`src/hw/rtl/aff2d_pkg.sv`:
```
`default_nettype none
package aff2d_pkg;
    localparam int EntryWidth = 32;
    localparam int FracWidth = 5;
    localparam logic [FracWidth-1:0] FracReset = 5'd16;
    localparam int NumQuot = 6;

    typedef struct packed {
        logic signed [31:0] a00;
        logic signed [31:0] a01;
        logic signed [31:0] a02;
        logic signed [31:0] a10;
        logic signed [31:0] a11;
        logic signed [31:0] a12;
    } t_in;

    typedef struct packed {
        logic               status;
        logic signed [31:0] determinant;
        logic signed [31:0] b00;
        logic signed [31:0] b01;
        logic signed [31:0] b02;
        logic signed [31:0] b10;
        logic signed [31:0] b11;
        logic signed [31:0] b12;
    } t_out;
endpackage
`default_nettype wire

```
`src/hw/rtl/aff2d_cell.sv`:
```
`default_nettype none
module aff2d_cell #(
    parameter int W = aff2d_pkg::EntryWidth,
    parameter int N = 6
) (
    input  wire logic              i_clk,
    input  wire logic              i_en,
    input  wire logic [W-1:0]      i_dabs,
    input  wire logic [N*W-1:0]    i_rem,
    input  wire logic [N*W-1:0]    i_num,
    input  wire logic [N*W-1:0]    i_quo,
    output logic [W-1:0]           o_dabs,
    output logic [N*W-1:0]         o_rem,
    output logic [N*W-1:0]         o_num,
    output logic [N*W-1:0]         o_quo
);
    logic [N*W-1:0] n_rem, n_num, n_quo;
    always_comb begin
        for (int k = 0; k < N; k++) begin
            logic [W:0] t;
            t = {i_rem[k*W +: W], i_num[k*W+W-1]};
            if (t >= {1'b0, i_dabs}) begin
                t = t - {1'b0, i_dabs};
                n_quo[k*W +: W] = {i_quo[k*W +: W-1], 1'b1};
            end else begin
                n_quo[k*W +: W] = {i_quo[k*W +: W-1], 1'b0};
            end
            n_rem[k*W +: W] = t[W-1:0];
            n_num[k*W +: W] = {i_num[k*W +: W-1], 1'b0};
        end
    end
    always_ff @(posedge i_clk) begin
        if (i_en) begin
            o_dabs <= i_dabs;
            o_rem <= n_rem;
            o_num <= n_num;
            o_quo <= n_quo;
        end
    end
endmodule
`default_nettype wire

```
`config.mk`:
```
export PLATFORM = sky130hd
export DESIGN_NAME = aff2d_cell
export DESIGN_NICKNAME = d
export VERILOG_FILES = /design/src/hw/rtl/aff2d_pkg.sv /design/src/hw/rtl/aff2d_cell.sv
export SDC_FILE = /design/constraint.sdc
export NUM_CORES = 1
export LEC_CHECK = 0
export BUFFER_PORTS_ARGS = -buffer_cell sky130_fd_sc_hd__buf_2
export CORE_AREA = 2 2 474 476
export CTS_CLUSTER_DIAMETER = 50
export DETAILED_ROUTE_END_ITERATION = 8
export DIE_AREA = 0 0 476 478
export PLACE_DENSITY_LB_ADDON = 0.15
export SLEW_MARGIN = 40
export SYNTH_ARGS = -nofsm -noshare
export SYNTH_HDL_FRONTEND = slang
export SYNTH_SLANG_ARGS = --single-unit
```
`constraint.sdc`:
```
create_clock -name i_clk -period 3.49 [get_ports i_clk]
set_input_delay 0.698 -clock i_clk [delete_from_list [all_inputs] [get_ports i_clk]]
set_output_delay 0.698 -clock i_clk [all_outputs]
set_load 0.05 [all_outputs]
```
---- Word-level counts from Yosys, hierarchy flattened ----
Cells that the tools add are included.
word-level totals
  output and inout port bits .............. 608
  input bits .............................. 610
  word-level logic and storage cells ...... 28
  register bits after elaboration ......... 602
cells by class
  $add $sub $neg .......................... 6
  magnitude comparators ................... 6
  muxes and demuxes ....................... 12
operators with widths
  kind              number
  $ge A33 B32 Y1    6
  $mux W32          6
  $sub A32 B32 Y32  6
  $mux W1           6

---- Logic depth before layout (Yosys ltp) ----
  word-level depth ........................ 2
  mapped depth ............................ 14
  mapped depth without buffers ............ 12

---- Worst setup path after synthesis ----
No wires, ideal clock.
  kind .................................... input -> register
  from .................................... in i_dabs[1]
  to ...................................... reg o_rem[52] (data pin)
  data arrival time ....................... 3.161 ns
  buffers on the path ..................... 2
  library setup time ...................... 0.262 ns
  data required time ...................... 3.228 ns
  path slack .............................. 0.067 ns
  stages on the path ...................... 13
  cell sequence ........................... inv_1 > ha_1 > nor2b_1 > o31a_1 > o31ai_1 > a21boi_1 > o31a_1 > nand4_1 > nand3_1 > a211o_1 > buf_2 > buf_4 > mux2_1
between the ends
  longest elaborated chain between the ends .. 2
  elaborated cells between the ends (all ways) .. 3
  classes of those cells .................. add/sub: 1; order compare: 1; mux: 1
RTL lines
  item                                                       RTL line                            source
  start, declared                                            aff2d_cell.sv:8                     input wire logic [W-1:0] i_dabs,
  $sub A32 B32 Y32 / $ge A33 B32 Y1 (equally long branches)  aff2d_cell.sv:23, aff2d_cell.sv:22
  $mux W32 (*)                                               aff2d_cell.sv:22                    if (t >= {1'b0, i_dabs}) begin
  net n_rem[52]                                              aff2d_cell.sv:17                    logic [N*W-1:0] n_rem, n_num, n_quo;
  end signal, assigned                                       aff2d_cell.sv:35                    o_rem <= n_rem;
  end, declared                                              aff2d_cell.sv:13                    output logic [N*W-1:0] o_rem,
Mark *: on every way through the listed nets, which the timed path passes. The rest lies on a longest branch.
A chain may end at the register's enable or synchronous reset.

---- Worst setup path after layout ----
  from .................................... in i_dabs[13]
  to ...................................... reg o_rem[182] (data pin)
Same word-level chain as after synthesis.

==> results.toml <==
[finish]
layout_common_cells = "1204 x buf_2, 602 x edfxtp_1, 519 x buf_4"
finalInstanceArea_um2 = 51800
nets = 5323
fillCellCount = 24331
drive_above_1_share_pct = 45.6
final_cells = 7656
seq_area_um2 = 18100
layout_commonest_cell = "buf_2"
multi_input_area_um2 = 11900
areaGrowthSynthToFinish_pct = 69.4

[power_and_ir_drop]
clock_power_share_pct = 39.4
p_seq_share_pct = 31.1
p_leak_nw = 22.2
p_int_mw = 18.8
worst_ir_drop_vdd_mv = 0.358
switchingPower_mw = 10.8
cellPowerDensity_nw_per_um2 = 573
comb_power_share_pct = 29.5
swShare_pct = 36.4

[sta]
setup_viol = 0
slew_viol_final = 0
fin_crit_ns = 3.45
worst_pin_slew_ns = 0.690
fin_ws_ns = 0.0413
hold_viol = 0
hold_slack_ns = 0.0900
slew_headroom_pct = 54.0
min_period_over_period_pct = 98.8
max_freq_ghz = 0.290

[synthesis]
async_reset_ff_share_pct = 0
synth-seq-cells = 602
yosysWarnings = 0
synth.avg_cell_area_um2 = 12.5
netlist_instances = 2436
synth_edf_count = 602
netlist_area_um2 = 30500
ys_types = 83
yosys_most_used_dff = "edfxtp_1"
seq_area_frac_synth_pct = 59.2

[placement]
port_buffers = 1205
hpwl_um = 188000
placedCellCount = 7147
gp_congestion = 0.873
place_area_um2 = 45100
dpl_worst_slack_ns = -0.553

[worst_setup_path]
cpPeakStageDelay_ns = 0.53
crit_buf_inv = 6
cp.required_ns = 3.98
worst_setup_path_end_kind = "flop"
path_cells = "dlygate4sd3_1 -> buf_2 -> inv_1 -> buf_12 -> ha_1 -> nand2_1 -> nor2_1 -> a221oi_2 -> o211a_1 -> a21oi_1 -> o2111ai_2 -> nand3_2 -> a41oi_4 -> buf_4 -> buf_4 -> mux2_2"
path_common_cell = "buf_4"
arrival_ns = 3.94
crit_slowest_cell = "dlygate4sd3_1"
critical_path.startpoint_type = "primary input"
critical_path.top_delay_family = "buffers and inverters"
worstSetupPathType = "in -> reg"
critPathMaxFanout = 8

[die]
io_pins = 1218
row_count = 174
dieWidth_um = 476
core_area_um2 = 223000
die_h_um = 478
design.die.area_um2 = 228000
start_util_pct = 13.7

[detailed_routing]
vias_per_cell = 3.83
drc = 0
postRouteWirelength_um = 220000
drt.antenna.violating_nets = 0
num_vias = 29325
dr.pass1.iters = 7
wl_per_cell_um = 28.7
drt_iter0_drc = 1637

[run]
max_cap_violations = 0

[clock_tree]
numCtsBuffers = 118
clock_path_buffers = 3
clkTransAtPathRegs_ns = 0.06
cts-htree-levels = 3
cts_root_buf = "clkbuf_16"
cts.sinks = 602
cts_tree = "done"

[global_route]
antenna_found_initial = 118
overflow = 0
grt_pass1_vias = 29612
grt_pass1_wl_um = 279000
grt.total_usage_pct = 18.5
grt_max_degree = 69

[min_path]
hp-class = "in -> reg"

[outcome]
status = "completed"
-- synth_stat cells (25+ instances only) --
cell type,number,area share [%]
a21o_1,78,1.9
a21oi_1,191,3.1
clkbuf_1,40,0.49
edfxtp_1,602,59
ha_1,192,7.9
inv_1,92,1.1
mux2_2,89,3.3
nand2_1,212,2.6
nand3_1,33,0.54
nand4_1,39,0.80
nor2_1,117,1.4
nor2b_1,27,0.55
nor3_1,31,0.51
o21a_1,25,0.61
o21ai_0,186,3.0
o21bai_1,33,0.81
xnor2_1,87,2.5
xor2_1,72,2.1
-- cells by family after synthesis --
kind of cell,count (synthesis),share of synthesized area (%)
DFF,602,59.2
muxes,100,3.67
adders and majority gates,198,8.26
buffers and inverters,159,2.18
and+or+nand+nor,549,8.50
xor gates and xnor gates,159,4.56
AOI/OAI and AO/OA,668,13.6
other,1,0.0123
-- what timing repair did --
item | 4_1_cts | 5_1_grt
hold buffers | 235 | 0
endpoints found under the setup margin | 0 | 88
resized for setup | 0 | 8
endpoints found under the hold margin | 235 | 0
buffers inserted | 0 | 3
-- final cells by class --
class / instances / area share, %
Tap cell: 2992 / 7.23
Clock inverter: 91 / 1.99
Multi-Input combinational cell: 1680 / 23.0
Sequential cell: 602 / 34.9
Inverter: 92 / 0.667
Antenna cell: 51 / 0.247
Clock buffer: 127 / 5.77
Timing Repair Buffer: 2021 / 26.1
-- flip-flops by register name, indices dropped and copies added (netlist names) --
signal and cells:
o_dabs 32, o_num 186, o_quo 192, o_rem 192
-- layer usage --
metal,global-route usage (%),wire length (µm),vias to the layer above
li1,-,-,13556
met5,0,376,-
met4,4.15,5490,60
met1,21.2,85100,14343
met2,33.2,111000,1093
met3,5.63,17900,273
-- final timing paths --
path | startpoint | endpoint | slack, ns | cells after the start
worst max-delay path | i_dabs[13] | o_rem[182]$_DFFE_PP_ | 0.04 | 16
worst min-delay path | i_num[57] | o_num[58]$_DFFE_PP_ | 0.09 | 1
-- metrics by stage --
stage	TNS [ns]	utilization [%]	power, mW
after floorplan	0	-	14.0
after global placement	-71.18	20.2	18.0
after detailed placement	-73.20	20.2	17.9
after CTS	0	23.1	30.2
after global routing	-0.0783	23.2	30.9
final	0	23.2	29.6
-- power by group through the flow --
stage | clock network (mW) | logic [mW] | registers [mW]
6_report | 11.7 | 8.75 | 9.23
3_5_place_dp | 0 | 8.59 | 9.35
3_3_place_gp | 0 | 8.63 | 9.38
5_1_grt | 12.3 | 9.24 | 9.30
2_1_floorplan | 0 | 2.10 | 11.9
4_1_cts | 12.1 | 8.90 | 9.25
Note: power is estimated with default switching activity, not from simulation.
